**src/design/uoi_pkg.sv**
```systemverilog
`timescale 1ns / 1ps
package uoi_pkg;

	typedef enum logic [1:0] {
		REQ_CMD     = 2'd0,
		REQ_TICK    = 2'd1,
		REQ_RESTART = 2'd2,
		REQ_NONE    = 2'd3
	} req_t;

	localparam int CFG_IDX_W = 2;
	localparam logic [CFG_IDX_W-1:0] CFG_START_X = 2'd0;
	localparam logic [CFG_IDX_W-1:0] CFG_START_Y = 2'd1;
	localparam logic [CFG_IDX_W-1:0] CFG_START_H = 2'd2;

	localparam int ATAN_ENTRIES = 24;
	localparam int CW = 34;

	localparam logic signed [CW-1:0] CORDIC_GAIN = 34'sd652032874;
	localparam logic signed [CW-1:0] PI_Q30      = 34'sd3373259426;
	localparam logic signed [CW-1:0] HALF_PI_Q30 = 34'sd1686629713;
	localparam logic signed [20:0]   PI_Q16      = 21'sd205887;
	localparam logic signed [20:0]   TWO_PI_Q16  = 21'sd411775;

	function automatic logic signed [CW-1:0] atan_q30(input logic [4:0] i);
		logic signed [CW-1:0] r;
		case (i)
			5'd0: r = 34'sd843314857;
			5'd1: r = 34'sd497837829;
			5'd2: r = 34'sd263043837;
			5'd3: r = 34'sd133525159;
			5'd4: r = 34'sd67021687;
			5'd5: r = 34'sd33543516;
			5'd6: r = 34'sd16775851;
			5'd7: r = 34'sd8388437;
			5'd8: r = 34'sd4194283;
			5'd9: r = 34'sd2097149;
			5'd10: r = 34'sd1048576;
			5'd11: r = 34'sd524288;
			5'd12: r = 34'sd262144;
			5'd13: r = 34'sd131072;
			5'd14: r = 34'sd65536;
			5'd15: r = 34'sd32768;
			5'd16: r = 34'sd16384;
			5'd17: r = 34'sd8192;
			5'd18: r = 34'sd4096;
			5'd19: r = 34'sd2048;
			5'd20: r = 34'sd1024;
			5'd21: r = 34'sd512;
			5'd22: r = 34'sd256;
			5'd23: r = 34'sd128;
			default: r = '0;
		endcase
		return r;
	endfunction

endpackage

```
**src/design/uoi_if.sv**
```systemverilog
`timescale 1ns / 1ps
interface uoi_req_if;
	logic        valid;
	logic        ready;
	logic [1:0]  req_type;
	logic [23:0] linear_speed;
	logic [23:0] turn_rate;
	logic [19:0] elapsed_time;
	logic [31:0] time_tag;
	modport source (output valid, req_type, linear_speed, turn_rate, elapsed_time, time_tag,
		input ready);
	modport sink (input valid, req_type, linear_speed, turn_rate, elapsed_time, time_tag,
		output ready);
endinterface

interface uoi_res_if;
	logic        valid;
	logic        ready;
	logic [31:0] pos_x;
	logic [31:0] pos_y;
	logic [18:0] heading;
	logic [14:0] quat_w;
	logic [15:0] quat_z;
	logic [31:0] stamp_out;
	modport source (output valid, pos_x, pos_y, heading, quat_w, quat_z, stamp_out,
		input ready);
	modport sink (input valid, pos_x, pos_y, heading, quat_w, quat_z, stamp_out,
		output ready);
endinterface

```
**src/design/unicycle_odometry_integrator.sv**
```systemverilog
`timescale 1ns / 1ps
// A tick's result is set by four serial multiplies, the iterative CORDIC and, when the new
// heading has to be wrapped, the serial wrap. Command and restart items produce no result.
// Throughput: one item at a time; after a tick the next item is taken once its result is gone.
// Reset (arst_n low) clears pose, speeds, start registers and all control state.
module unicycle_odometry_integrator
	import uoi_pkg::*;
#(
	parameter int CORDIC_STEPS  = 16,
	parameter int POS_FRAC_BITS = 16
) (
	input  logic        clk,
	input  logic        arst_n,
	uoi_req_if.sink     req,
	uoi_res_if.source   res,
	input  logic        cfg_we,
	input  logic [1:0]  cfg_idx,
	input  logic [31:0] cfg_data
);
	localparam int SH = 50 - POS_FRAC_BITS;

	// The sequencer walks through the tick's steps; each long step waits on a unit's done.
	typedef enum logic [10:0] {
		ST_IDLE   = 11'b00000000001,
		ST_VD     = 11'b00000000010,
		ST_COS    = 11'b00000000100,
		ST_MULX   = 11'b00000001000,
		ST_MULY   = 11'b00000010000,
		ST_TURN   = 11'b00000100000,
		ST_WRAP   = 11'b00001000000,
		ST_QUAT   = 11'b00010000000,
		ST_OUT    = 11'b00100000000,
		ST_WVD    = 11'b01000000000,
		ST_WAIT   = 11'b10000000000
	} state_t;

	state_t state_q;

	logic signed [31:0] start_x_q, start_y_q, pose_x_q, pose_y_q;
	logic signed [18:0] start_h_q, pose_h_q;
	logic signed [23:0] speed_q, turn_q;
	logic [19:0]        dt_q;
	logic [31:0]        tag_q;
	logic signed [44:0] vd_q;
	logic signed [21:0] cos18_q, sin18_q;
	logic signed [29:0] hsum_q;

	// Shared units.
	logic                 cd_start, cd_done;
	logic signed [CW-1:0] cd_angle, cd_cos, cd_sin;
	logic                 m_start, m_done;
	logic signed [44:0]   m_a;
	logic signed [23:0]   m_b;
	logic signed [68:0]   m_prod;

	uoi_cordic #(.STEPS(CORDIC_STEPS)) u_cordic (
		.clk, .arst_n, .start(cd_start), .angle(cd_angle),
		.done(cd_done), .cos_out(cd_cos), .sin_out(cd_sin)
	);

	uoi_serial_mul #(.AW(45), .BW(24)) u_mul (
		.clk, .arst_n, .start(m_start), .a(m_a), .b(m_b),
		.done(m_done), .prod(m_prod)
	);

	// Result register.
	logic        rv_q;
	logic [31:0] ox_q, oy_q, otag_q;
	logic [18:0] oh_q;
	logic [14:0] ow_q;
	logic [15:0] oz_q;

	assign req.ready = (state_q == ST_IDLE) && !rv_q;
	wire accept = req.valid && req.ready;

	// Rounding helpers evaluated on the unit outputs.
	logic signed [CW-1:0] c12, s12, c15, s15;
	logic signed [68:0]   dprod;
	logic signed [29:0]   dturn;
	logic signed [47:0]   tprod;

	always_comb begin
		c12   = (cd_cos + 34'sd2048) >>> 12;
		s12   = (cd_sin + 34'sd2048) >>> 12;
		c15   = (cd_cos + 34'sd16384) >>> 15;
		s15   = (cd_sin + 34'sd16384) >>> 15;
		dprod = (m_prod + (69'sd1 <<< (SH - 1))) >>> SH;
		tprod = 48'(m_prod);
		dturn = 30'((tprod + 48'sd32768) >>> 16);
	end

	// Saturating add of the position step to a pose coordinate.
	function automatic logic signed [31:0] sat_add(input logic signed [31:0] p,
		input logic signed [68:0] d);
		logic signed [69:0] s;
		s = 70'(p) + 70'(d);
		if (s > 70'sd2147483647) return 32'sh7FFFFFFF;
		if (s < -70'sd2147483648) return 32'sh80000000;
		return s[31:0];
	endfunction

	// Wrap: a heading sum outside the half turn is offset to a positive value and reduced
	// modulo a full turn by a restoring remainder, one compare and subtract of a shifted
	// full turn per cycle, largest shift first. Nine shifts cover any turn rate and time.
	localparam logic [3:0] WRAP_SETUP = 4'd9;
	logic signed [29:0] wv_q, wturn, wnext;
	logic [3:0]         wk_q;
	logic               wup_q;

	always_comb begin
		wturn = 30'(TWO_PI_Q16) <<< wk_q;
		wnext = (wv_q >= wturn) ? wv_q - wturn : wv_q;
	end

	always_comb begin
		cd_start = 1'b0;
		cd_angle = '0;
		m_start  = 1'b0;
		m_a      = '0;
		m_b      = '0;
		case (state_q)
			ST_VD: begin
				m_start = 1'b1;
				m_a     = 45'($signed({1'b0, dt_q}));
				m_b     = speed_q;
				cd_start = 1'b1;
				cd_angle = CW'(pose_h_q) <<< 14;
			end
			ST_MULX: begin
				m_start = 1'b1;
				m_a     = vd_q;
				m_b     = 24'(cos18_q);
			end
			ST_MULY: begin
				m_start = 1'b1;
				m_a     = vd_q;
				m_b     = 24'(sin18_q);
			end
			ST_TURN: begin
				m_start = 1'b1;
				m_a     = 45'($signed({1'b0, dt_q}));
				m_b     = turn_q;
			end
			ST_QUAT: begin
				cd_start = 1'b1;
				cd_angle = CW'(pose_h_q) <<< 13;
			end
			default: ;
		endcase
	end

	logic cos_ok_q, phase_q;

	always_ff @(posedge clk or negedge arst_n) begin
		if (!arst_n) begin
			state_q   <= ST_IDLE;
			rv_q      <= 1'b0;
			start_x_q <= '0;
			start_y_q <= '0;
			start_h_q <= '0;
			pose_x_q  <= '0;
			pose_y_q  <= '0;
			pose_h_q  <= '0;
			speed_q   <= '0;
			turn_q    <= '0;
			cos_ok_q  <= 1'b0;
			phase_q   <= 1'b0;
		end else begin
			if (cfg_we) begin
				case (cfg_idx)
					CFG_START_X: start_x_q <= cfg_data;
					CFG_START_Y: start_y_q <= cfg_data;
					CFG_START_H: start_h_q <= cfg_data[18:0];
					default: ;
				endcase
			end
			if (rv_q && res.ready) rv_q <= 1'b0;
			case (state_q)
				ST_IDLE: if (accept) begin
					case (req_t'(req.req_type))
						REQ_CMD: begin
							speed_q <= req.linear_speed;
							turn_q  <= req.turn_rate;
						end
						REQ_RESTART: begin
							pose_x_q <= start_x_q;
							pose_y_q <= start_y_q;
							pose_h_q <= start_h_q;
						end
						REQ_TICK: begin
							dt_q    <= req.elapsed_time;
							tag_q   <= req.time_tag;
							state_q <= ST_VD;
						end
						default: ;
					endcase
				end
				ST_VD: begin
					cos_ok_q <= 1'b0;
					state_q  <= ST_WVD;
				end
				ST_WVD: begin
					if (cd_done) begin
						cos18_q  <= c12[21:0];
						sin18_q  <= s12[21:0];
						cos_ok_q <= 1'b1;
					end
					if (m_done) begin
						vd_q    <= 45'(m_prod);
						state_q <= ST_COS;
					end
				end
				ST_COS: if (cos_ok_q || cd_done) begin
					if (cd_done) begin
						cos18_q <= c12[21:0];
						sin18_q <= s12[21:0];
					end
					state_q <= ST_MULX;
				end
				ST_MULX: state_q <= ST_WAIT;
				ST_WAIT: if (m_done) begin
					if (!phase_q) begin
						pose_x_q <= sat_add(pose_x_q, dprod);
						phase_q  <= 1'b1;
						state_q  <= ST_MULY;
					end else begin
						pose_y_q <= sat_add(pose_y_q, dprod);
						phase_q  <= 1'b0;
						state_q  <= ST_TURN;
					end
				end
				ST_MULY: state_q <= ST_WAIT;
				ST_TURN: state_q <= ST_WRAP;
				ST_WRAP: if (m_done) begin
					hsum_q  <= 30'(pose_h_q) + dturn;
					wk_q    <= WRAP_SETUP;
					state_q <= ST_OUT;
					phase_q <= 1'b1;
				end
				ST_OUT: begin
					if (phase_q) begin
						if (wk_q == WRAP_SETUP) begin
							if (hsum_q > 30'(PI_Q16)) begin
								wv_q  <= hsum_q + 30'(PI_Q16);
								wup_q <= 1'b1;
								wk_q  <= WRAP_SETUP - 4'd1;
							end else if (hsum_q < -30'(PI_Q16)) begin
								wv_q  <= 30'(PI_Q16) - hsum_q;
								wup_q <= 1'b0;
								wk_q  <= WRAP_SETUP - 4'd1;
							end else begin
								pose_h_q <= hsum_q[18:0];
								phase_q  <= 1'b0;
								state_q  <= ST_QUAT;
							end
						end else if (wk_q == 4'd0) begin
							pose_h_q <= wup_q ? 19'(wnext - 30'(PI_Q16)) :
								19'(30'(PI_Q16) - wnext);
							phase_q  <= 1'b0;
							state_q  <= ST_QUAT;
						end else begin
							wv_q <= wnext;
							wk_q <= wk_q - 4'd1;
						end
					end else if (cd_done) begin
						ox_q   <= pose_x_q;
						oy_q   <= pose_y_q;
						oh_q   <= pose_h_q;
						ow_q   <= c15 < 0 ? 15'd0 : (c15 > 34'sd32767 ? 15'd32767 : c15[14:0]);
						oz_q   <= s15 > 34'sd32767 ? 16'sd32767 :
							(s15 < -34'sd32767 ? -16'sd32767 : s15[15:0]);
						otag_q <= tag_q;
						rv_q   <= 1'b1;
						state_q <= ST_IDLE;
					end
				end
				ST_QUAT: state_q <= ST_OUT;
				default: state_q <= ST_IDLE;
			endcase
		end
	end

	assign res.valid     = rv_q;
	assign res.pos_x     = ox_q;
	assign res.pos_y     = oy_q;
	assign res.heading   = oh_q;
	assign res.quat_w    = ow_q;
	assign res.quat_z    = oz_q;
	assign res.stamp_out = otag_q;

`ifndef SYNTHESIS
	// A published heading always lies within minus pi to pi.
	a_head: assert property (@(posedge clk) disable iff (!arst_n)
		res.valid |-> ($signed(res.heading) <= 19'sd205887 &&
		$signed(res.heading) >= -19'sd205887))
		else $error("heading out of range");
	// No new item is taken while a result waits.
	a_hold: assert property (@(posedge clk) disable iff (!arst_n)
		(res.valid && !res.ready) |-> !req.ready)
		else $error("ready while result pending");
	// A result only appears at the end of a tick sequence.
	a_src: assert property (@(posedge clk) disable iff (!arst_n)
		$rose(res.valid) |-> $past(state_q == ST_OUT))
		else $error("result without tick");
`endif
endmodule

```
**src/design/uoi_cordic.sv**
```systemverilog
`timescale 1ns / 1ps
// Iterative rotation-mode CORDIC: one micro-rotation per cycle.
module uoi_cordic
	import uoi_pkg::*;
#(
	parameter int STEPS = 16
) (
	input  logic                 clk,
	input  logic                 arst_n,
	input  logic                 start,
	input  logic signed [CW-1:0] angle,
	output logic                 done,
	output logic signed [CW-1:0] cos_out,
	output logic signed [CW-1:0] sin_out
);
	localparam int NS = (STEPS < ATAN_ENTRIES) ? STEPS : ATAN_ENTRIES;

	logic signed [CW-1:0] x_q, y_q, a_q;
	logic                 neg_q, busy_q, done_q;
	logic [4:0]           i_q;
	logic signed [CW-1:0] a0;
	logic                 n0;

	always_comb begin
		n0 = 1'b1;
		if (angle > HALF_PI_Q30) a0 = angle - PI_Q30;
		else if (angle < -HALF_PI_Q30) a0 = angle + PI_Q30;
		else begin
			a0 = angle;
			n0 = 1'b0;
		end
	end

	always_ff @(posedge clk or negedge arst_n) begin
		if (!arst_n) begin
			busy_q <= 1'b0;
			done_q <= 1'b0;
			i_q    <= '0;
		end else begin
			done_q <= 1'b0;
			if (start) begin
				busy_q <= 1'b1;
				i_q    <= '0;
				x_q    <= CORDIC_GAIN;
				y_q    <= '0;
				a_q    <= a0;
				neg_q  <= n0;
			end else if (busy_q) begin
				if (!a_q[CW-1]) begin
					x_q <= x_q - (y_q >>> i_q);
					y_q <= y_q + (x_q >>> i_q);
					a_q <= a_q - atan_q30(i_q);
				end else begin
					x_q <= x_q + (y_q >>> i_q);
					y_q <= y_q - (x_q >>> i_q);
					a_q <= a_q + atan_q30(i_q);
				end
				i_q <= i_q + 5'd1;
				if (i_q == 5'(NS - 1)) begin
					busy_q <= 1'b0;
					done_q <= 1'b1;
				end
			end
		end
	end

	assign done    = done_q;
	assign cos_out = neg_q ? -x_q : x_q;
	assign sin_out = neg_q ? -y_q : y_q;
endmodule

```
**src/design/uoi_serial_mul.sv**
```systemverilog
`timescale 1ns / 1ps
// Shift-add signed multiplier: one multiplier bit per cycle.
module uoi_serial_mul #(
	parameter int AW = 32,
	parameter int BW = 24
) (
	input  logic                  clk,
	input  logic                  arst_n,
	input  logic                  start,
	input  logic signed [AW-1:0]  a,
	input  logic signed [BW-1:0]  b,
	output logic                  done,
	output logic signed [AW+BW-1:0] prod
);
	localparam int CNT_W = $clog2(BW + 1);

	logic signed [AW+BW-1:0] acc_q, mcand_q;
	logic [BW-1:0]           mplr_q;
	logic [CNT_W-1:0]        cnt_q;
	logic                    busy_q, done_q;

	always_ff @(posedge clk or negedge arst_n) begin
		if (!arst_n) begin
			busy_q <= 1'b0;
			done_q <= 1'b0;
			cnt_q  <= '0;
		end else begin
			done_q <= 1'b0;
			if (start) begin
				busy_q  <= 1'b1;
				cnt_q   <= '0;
				acc_q   <= '0;
				mcand_q <= (AW+BW)'(a);
				mplr_q  <= b;
			end else if (busy_q) begin
				// Top bit of a two's-complement multiplier carries negative weight.
				if (mplr_q[0]) begin
					if (cnt_q == CNT_W'(BW - 1)) acc_q <= acc_q - mcand_q;
					else acc_q <= acc_q + mcand_q;
				end
				mcand_q <= mcand_q <<< 1;
				mplr_q  <= mplr_q >> 1;
				cnt_q   <= cnt_q + 1'b1;
				if (cnt_q == CNT_W'(BW - 1)) begin
					busy_q <= 1'b0;
					done_q <= 1'b1;
				end
			end
		end
	end

	assign done = done_q;
	assign prod = acc_q;
endmodule

```
**src/flat_wrapper.sv**
```systemverilog
// flat-port wrapper written by rule: the top's interface ports become plain ports
module unicycle_odometry_integrator_flat import uoi_pkg::*;
#(
	parameter int CORDIC_STEPS  = 16,
	parameter int POS_FRAC_BITS = 16
)
  (clk, arst_n, cfg_we, cfg_idx, cfg_data, req_valid, req_req_type, req_linear_speed, req_turn_rate, req_elapsed_time, req_time_tag, req_ready, res_valid, res_pos_x, res_pos_y, res_heading, res_quat_w, res_quat_z, res_stamp_out, res_ready);
  uoi_req_if req_i ();
  uoi_res_if res_i ();
  input  logic clk;
  input  logic arst_n;
  input  logic cfg_we;
  input  logic [1:0] cfg_idx;
  input  logic [31:0] cfg_data;
  input wire logic [$bits(req_i.valid)-1:0] req_valid;
  input wire logic [$bits(req_i.req_type)-1:0] req_req_type;
  input wire logic [$bits(req_i.linear_speed)-1:0] req_linear_speed;
  input wire logic [$bits(req_i.turn_rate)-1:0] req_turn_rate;
  input wire logic [$bits(req_i.elapsed_time)-1:0] req_elapsed_time;
  input wire logic [$bits(req_i.time_tag)-1:0] req_time_tag;
  output wire logic [$bits(req_i.ready)-1:0] req_ready;
  output wire logic [$bits(res_i.valid)-1:0] res_valid;
  output wire logic [$bits(res_i.pos_x)-1:0] res_pos_x;
  output wire logic [$bits(res_i.pos_y)-1:0] res_pos_y;
  output wire logic [$bits(res_i.heading)-1:0] res_heading;
  output wire logic [$bits(res_i.quat_w)-1:0] res_quat_w;
  output wire logic [$bits(res_i.quat_z)-1:0] res_quat_z;
  output wire logic [$bits(res_i.stamp_out)-1:0] res_stamp_out;
  input wire logic [$bits(res_i.ready)-1:0] res_ready;
  assign req_i.valid = req_valid;
  assign req_i.req_type = req_req_type;
  assign req_i.linear_speed = req_linear_speed;
  assign req_i.turn_rate = req_turn_rate;
  assign req_i.elapsed_time = req_elapsed_time;
  assign req_i.time_tag = req_time_tag;
  assign req_ready = req_i.ready;
  assign res_valid = res_i.valid;
  assign res_pos_x = res_i.pos_x;
  assign res_pos_y = res_i.pos_y;
  assign res_heading = res_i.heading;
  assign res_quat_w = res_i.quat_w;
  assign res_quat_z = res_i.quat_z;
  assign res_stamp_out = res_i.stamp_out;
  assign res_i.ready = res_ready;
  unicycle_odometry_integrator #(.CORDIC_STEPS(CORDIC_STEPS), .POS_FRAC_BITS(POS_FRAC_BITS)) u_core (.clk(clk), .arst_n(arst_n), .req(req_i), .res(res_i), .cfg_we(cfg_we), .cfg_idx(cfg_idx), .cfg_data(cfg_data));
endmodule
```
**config.mk**
```make
export PLATFORM = sky130hd
export DESIGN_NAME = unicycle_odometry_integrator_flat
export DESIGN_NICKNAME = d
export VERILOG_FILES = /design/src/design/uoi_pkg.sv /design/src/design/uoi_if.sv /design/src/design/unicycle_odometry_integrator.sv /design/src/design/uoi_cordic.sv /design/src/design/uoi_serial_mul.sv /design/src/flat_wrapper.sv
export SDC_FILE = /design/constraint.sdc
export NUM_CORES = 2
export LEC_CHECK = 0
export BUFFER_PORTS_ARGS = -buffer_cell sky130_fd_sc_hd__buf_2
export CAP_MARGIN = 10
export CORE_ASPECT_RATIO = 0.5
export CORE_MARGIN = 2
export CORE_UTILIZATION = 35
export CTS_CLUSTER_DIAMETER = 150
export DETAILED_ROUTE_END_ITERATION = 8
export HOLD_SLACK_MARGIN = 0.06
export SLEW_MARGIN = 5
export SYNTH_ARGS = -nofsm -noshare
export SYNTH_HDL_FRONTEND = slang
export SYNTH_SLANG_ARGS = --single-unit
```
**constraint.sdc**
```tcl
create_clock -name clk -period 8.3 [get_ports clk]
set_input_delay 0.415 -clock clk [delete_from_list [all_inputs] [get_ports clk]]
set_output_delay 0.415 -clock clk [all_outputs]
set_load 0.01 [all_outputs]
```
# --- After elaboration in Yosys (flattened, before gate mapping) ---
# Memory sizes are Yosys's and may differ from the RTL's.
# Cells that the tools add are included.
totals:
  elab_cells: 313
  register_bits: 859
  mem_count: 2
  out_inout_bits: 148
  in_bits: 141
  mem_bits_ro: 1920
op_classes:
  n_eq_ne: 40
  n_shift: 3
  addsub: 29
  bitwise_logic: 1
  n_mux: 141
  order_cmp: 13
  n_reduce_logical: 43
memory_table:
  columns: ["name", "depth", "word_bits", "rd", "rd_ports_with_merged_regs", "wr", "line", "text"]
  rows:
  - ["(name not given)", 32, 30, 1, 0, 0, "uoi_pkg.sv:27", "case (i)"]
  - ["(name not given)", 32, 30, 1, 0, 0, "uoi_pkg.sv:27", null]
op_table:
  columns: ["operator", "n"]
  rows:
  - ["$mux W34", 17]
  - ["$mux W32", 16]
  - ["$mux W69", 5]
  - ["$mux W19", 8]
  - ["$mux W30", 5]
  - ["$gt A70 B32 Y1 const B", 2]
  - ["$lt A70 B32 Y1 const B", 2]
  - ["$mux W11", 12]
  - ["$pmux W32 S2", 2]
  - ["$pmux W11 S10", 1]
  - ["$add A34 B34 Y34", 3]
  - ["$sub A34 B34 Y34", 3]
  - ["$pmux W24 S4", 1]
  - ["$pmux W45 S2", 1]
  - ["$mux W22", 4]
  - ["$pmux W22 S2", 2]
  - ["$add A32 B35 Y36", 2]
  - ["$add A69 B35 Y69 const B", 1]
  - ["$add A69 B69 Y69", 1]
  - ["$sub A69 B69 Y69", 1]
  - ["$add A34 B13 Y34 const B", 2]
  - ["$add A34 B16 Y34 const B", 2]
  - ["$neg A34 Y34", 2]
  - ["$pmux W34 S2", 1]
  - ["71 further kinds", 174]

# --- Longest topological paths before layout ---
logic_depth:
  ltp_word: 16
  mapped_depth: 32
  mapped_depth_nobuf: 26

# --- By module ---
# A second synthesis with hierarchy kept.
unflattened:
  hier_cells: 6992
  hier_area_um2: 66317.4
modules_own_cells:
  columns: ["mod", "seq_area_each_um2", "area_each_um2", "instances", "cells_each"]
  rows:
  - ["unicycle_odometry_integrator", 16276.9, 34181.5, 1, 3289]
  - ["uoi_cordic", 3268.1, 19568.8, 1, 2397]
  - ["uoi_serial_mul", 5039.8, 12567.1, 1, 1306]

# --- Worst setup path before layout ---
# No wires, ideal clock.
synth_path:
  kind: "reg2reg"
  startpoint: "register u_core.u_cordic.i_q[0]"
  endpoint: "register u_core.u_cordic.a_q[33], data pin"
  path_slack_ns: 1.795
  setup_time_ns: 0.265
  path_buffers: 6
  t_required_ns: 8.035
  stages_incl_launch_ff: 33
  t_arrival_ns: 6.240
  synth_period_minus_slack_ns: 6.505
  cell_sequence: "dfrtp_1 -> buf_6 -> buf_8 -> buf_6 -> buf_2 -> buf_2 -> inv_1 -> ha_1 -> clkbuf_1 -> a21oi_1 -> nor2_1 -> o21ai_0 -> ha_1 -> nand3_1 -> nor3_1 -> inv_1 -> or3_1 -> nor2b_1 -> nor2_1 -> xor2_1 -> ha_1 -> a211o_1 -> a21oi_1 -> o21ai_0 -> a22oi_1 -> o21ai_0 -> a311o_1 -> a41o_1 -> a21bo_2 -> a21oi_1 -> nor2b_1 -> mux2i_1 -> nand3_1"
synth_between:
  elab_chain_len: 8
  word_cells_on_any_way: 13
  classes_between: "add/sub (2); mux (9); memory (2)"
synth_rtl:
  columns: ["item", "line", "text"]
  rows:
  - ["from (decl)", "uoi_cordic.sv:20", "logic [4:0] i_q;"]
  - ["from (signal assigned)", "uoi_cordic.sv:58", "i_q <= i_q + 5'd1;"]
  - ["$mem_v2 Z32 W30", null, null]
  - ["$mux W34", "uoi_cordic.sv:49", "if (!a_q[CW-1]) begin"]
  - ["$mux W34", "uoi_cordic.sv:48", "end else if (busy_q) begin"]
  - ["$mux W34", "uoi_cordic.sv:41", "if (start) begin"]
  - ["$sub A34 B34 Y34 or $add A34 B34 Y34 (tied branches)", "uoi_cordic.sv:52, uoi_cordic.sv:56", null]
  - ["$mux W34 (*)", "uoi_cordic.sv:49", null]
  - ["$mux W34 (*)", "uoi_cordic.sv:48", null]
  - ["$mux W34 (*)", "uoi_cordic.sv:41", null]
  - ["to (signal assigned)", "uoi_cordic.sv:52", "a_q <= a_q - atan_q30(i_q);"]
  - ["to (signal assigned)", "uoi_cordic.sv:56", "a_q <= a_q + atan_q30(i_q);"]
  - ["to (decl)", "uoi_cordic.sv:18", "logic signed [CW-1:0] x_q, y_q, a_q;"]
# Mark *: on every way between the ends. The rest lies on a longest branch, timed or not. The select of a mux whose other input is x is not followed.
# A chain may end at the register's enable or synchronous reset.

# --- Final worst setup path ---
layout_path:
  startpoint: "register u_core.u_cordic.i_q[1]"
  endpoint: "register u_core.u_cordic.a_q[33], data pin"
# The elaborated chain is that of the path after synthesis.

==> summary by stage <==
Status
The run finished with clean final reports.

Logic synthesis
After synthesis the netlist holds a flip-flop and latch count of 859. The synthesized design devotes to its leading area cell type 29.0% of total area. For this run, the number of Yosys warnings is 0. Summing every instance area after synthesis gives 63800 µm². The count of unique library cells instantiated by Yosys is 117.

After synthesis, the share of flip-flops with an asynchronous set or reset is 28.2%. The number of instances in the synthesized netlist is 6771. The cell type with the highest aggregate area in the netlist is edfxtp_1. Sorting the synthesized cells by area gives the leading types as edfxtp_1, dfrtp_1, ha_1, xnor2_1, a21oi_1. The mean instance size in the synthesized netlist is 9.43 µm². The post-synthesis net count is 7253. Counting flops with a built-in enable in the synthesized netlist gives 617.

Summing the sequential cell areas from Yosys gives 38.5% of the chip area. Among all flip-flop cells after synthesis, the most frequent one is edfxtp_1.

Cells and area
The post-layout net count is 7465. The core utilization of the finished layout is 39.8%. In the final layout, the multi-input gates occupy 37200 µm². The register cell area after layout is 24600 µm².

The layout cell share with drive strength beyond 1 is 12.9%. From synthesis to final layout, the design area changed by 12.5%. After filler insertion, the fill cell instance count of the layout stands at 18.0k.

Setup path
The type of the worst setup path is flop to flop. The number of buffer and inverter stages on the critical path is 2. For the worst setup path, the data required time is 8.73 ns. The worst stage delay on the critical path is 0.85 ns. For the worst setup path, the data arrival time is 7.87 ns. The worst setup path is captured at a flop. The cell family with the largest share of critical-path delay is compound AO/OA/AOI/OAI gates. The slowest stage of the critical path belongs to the cell dfrtp_4. The worst setup path is launched from a flop. Of all nets on the critical path, the largest fanout is 45.

Clock tree
The CTS tree is done. Clock-pin slew was measured on the worst setup and hold paths at 0.07 ns. The number of resized instances in the post-cts repair step is 0. Counting along the longest clock path gives a buffer depth of 3. The clock reaches the later pin of the worst-skew pair after 0.72 ns. Counting the buffers created by CTS gives 89. The library cell used as clock root buffer is clkbuf_16. The deepest level of the CTS H-tree is 3.

The number of sinks handled by clock tree synthesis is 859.

Global route
The first global-routing pass estimated 305000 µm of wire. The initial antenna violation count came to 5. The number of global-route vias before repair is 51.0k.

The largest net degree at the start of global routing is 76. Global routing finished with a remaining overflow of 0. Global routing consumed, over all layers together, 20.6% of the routing resources.

Flow run
The max-cap check violation count is 0.

Placement
After legalization and detailed placement, the total HPWL measured 144000 µm. In this run the tool buffered the top-level ports with 288 buffer cells. At the end of routability-driven placement, the weighted congestion stood at 0.930.

Routing
After detailed routing, the total wire length is 198000 µm. The number of iterations in the first detailed-routing pass is 8. The detailed router finished its first iteration with 4794 violations.

The remaining design rule violation count is 0. The number of antenna-violating nets in the routed design is 0. The detailed router placed 53.6k vias in this run. In the final routed layout, each cell accounts on average for 20.9 µm. The number of vias per cell is 5.66.

Die
The die is 306 µm tall. The number of top-level pins is 289. The core region is 181000 µm².

The total die area is 186000 µm². The die outline width is 608 µm. The floorplan has 110 rows. The effective utilization at floorplan is 35.4%.

STA
The number of hold-slack violations in the final timing report was 0. The setup TNS is 0 ns. The top achievable clock speed is 134 MHz. Between clock sinks in the finished design, the worst skew comes to 0.0420 ns. Counting I/O delays and the setup requirement, the final critical path takes 7.44 ns. The number of pins exceeding their max-slew limit in the final report came to 0. The max-slew headroom at the worst pin is 12.1%.

At the pin with the least slew margin, the transition time is 1.31 ns. The part of the cycle the worst path needs is 89.7%. The setup-violating endpoint count in the final report is 0. Setup repair after global routing left no endpoint under its margin.

Min path
The class of the tightest hold or removal check is input port to flop.
## timing repair
action                                  4_1_cts  5_1_grt
endpoints found under the hold margin       161        0
buffers inserted                              0        0
endpoints found under the setup margin        0        0
hold buffers                                127        0
## routing by layer
metal  track usage, %  up-vias  wire, µm
li1                 -    25500         -
met1             27.9    26100     88300
met2             34.4     1640     93100
met3             2.52      317     10800
met4             6.31        0      6030
met5                0        -         0
## flip-flops by register name, summed over array words and instances (netlist names), 22 cells and up
signal / cells
u_core.start_y_q: 32
u_core.turn_q: 24
u_core.res.pos_y: 32
u_core.sin18_q: 22
u_core.speed_q: 24
u_core.u_mul.mcand_q: 69
u_core.pose_y_q: 32
u_core.pose_x_q: 32
u_core.u_cordic.y_q: 34
u_core.hsum_q: 30
u_core.u_mul.mplr_q: 24
u_core.u_cordic.x_q: 34
u_core.u_mul.prod: 69
u_core.u_cordic.a_q: 34
u_core.tag_q: 32
u_core.wv_q: 30
u_core.vd_q: 45
u_core.res.pos_x: 32
u_core.res.stamp_out: 32
u_core.cos18_q: 22
u_core.start_x_q: 32
## synthesized netlist by cell type, types with 26 or more instances
| master | number |
|---|---|
| or2_2 | 31 |
| a21o_1 | 156 |
| nor2b_1 | 56 |
| or3_1 | 99 |
| buf_2 | 39 |
| nand3_1 | 137 |
| a22oi_1 | 38 |
| and2_1 | 51 |
| mux4_2 | 93 |
| clkbuf_1 | 286 |
| o21bai_1 | 55 |
| o31ai_1 | 51 |
| xor2_1 | 256 |
| o22ai_1 | 35 |
| o21a_1 | 69 |
| mux2_2 | 163 |
| dfrtp_1 | 241 |
| nor3_1 | 115 |
| o211ai_1 | 26 |
| nor4_1 | 41 |
| and3_1 | 76 |
| xnor2_1 | 386 |
| a31oi_1 | 102 |
| mux2i_1 | 104 |
| a211oi_1 | 54 |
| ha_1 | 333 |
| nand2b_1 | 59 |
| nand4_1 | 74 |
| o21ai_0 | 401 |
| edfxtp_1 | 617 |
| nor2_1 | 489 |
| buf_1 | 36 |
| nand2_1 | 784 |
| inv_1 | 156 |
| a21oi_1 | 630 |
## logic make-up (layout without fill, tap and decap cells)
group | Yosys count | after routing | share of synthesized area, %
multiplexers | 362 | 362 | 7.84
adder cells (fa/ha/maj) | 341 | 341 | 6.78
AO/OA/AOI/OAI | 1896 | 1896 | 18.7
other | 0 | 2 | 0
flip-flops | 859 | 859 | 38.5
XOR/XNOR | 643 | 643 | 8.85
buffers and inverters | 541 | 830 | 3.43
AND/OR/NAND/NOR | 2129 | 2129 | 15.9
## final timing paths
kind	startpoint	endpoint	slack, ns	cells past startpoint
hold reg to reg	u_core.tag_q[20]$_DFFE_PP_	u_core.res.stamp_out[20]$_DFFE_PP_	0.42	0
setup reg to reg	u_core.u_cordic.i_q[1]$_DFFE_PN0N_	u_core.u_cordic.a_q[33]$_DFFE_PP_	0.86	26
min in group asynchronous	arst_n	u_core.u_cordic.i_q[3]$_DFFE_PN0N_	0.26	2
hold / removal	cfg_data[0]	u_core.start_x_q[0]$_DFFE_PN0P_	0.12	2
max in group asynchronous	arst_n	u_core.pose_y_q[12]$_DFFE_PN0P_	5.56	5
setup / recovery	u_core.u_cordic.i_q[1]$_DFFE_PN0N_	u_core.u_cordic.a_q[33]$_DFFE_PP_	0.86	26
## layout make-up
class                      count  area share [%]
antenna                        2         0.00697
timing repair buffer         499            4.72
sequential                   859            34.3
inverter                     163           0.854
clock buffer                 116            3.39
multi-input combinational   5371            51.8
tap                         2408            4.20
clock inverter                52           0.786
## layout by cell type, fill, tap and decap left out, drive strengths merged, types with 241 or more instances in the layout
| master | n |
|---|---|
| nor2 | 492 |
| xnor2 | 387 |
| nand2 | 784 |
| edfxtp | 617 |
| buf | 372 |
| o21ai | 414 |
| a21oi | 641 |
| xor2 | 256 |
| ha | 333 |
| dfrtp | 241 |
## through the flow
stage               hold slack (ns)  worst slack, ns  instances  instance area [µm²]
detailed placement            0.392             1.00       9173                67500
floorplan                     0.119             1.80       6771                63800
global route                 0.0786            0.186       9470                71800
CTS                          0.0689            0.973       9468                71800
finish                        0.117            0.858       9470                71800
global placement              0.380             1.07       9173                67500
Power is not shown: default switching activity piles up to over one toggle a cycle in this logic, so the estimate is an artifact.
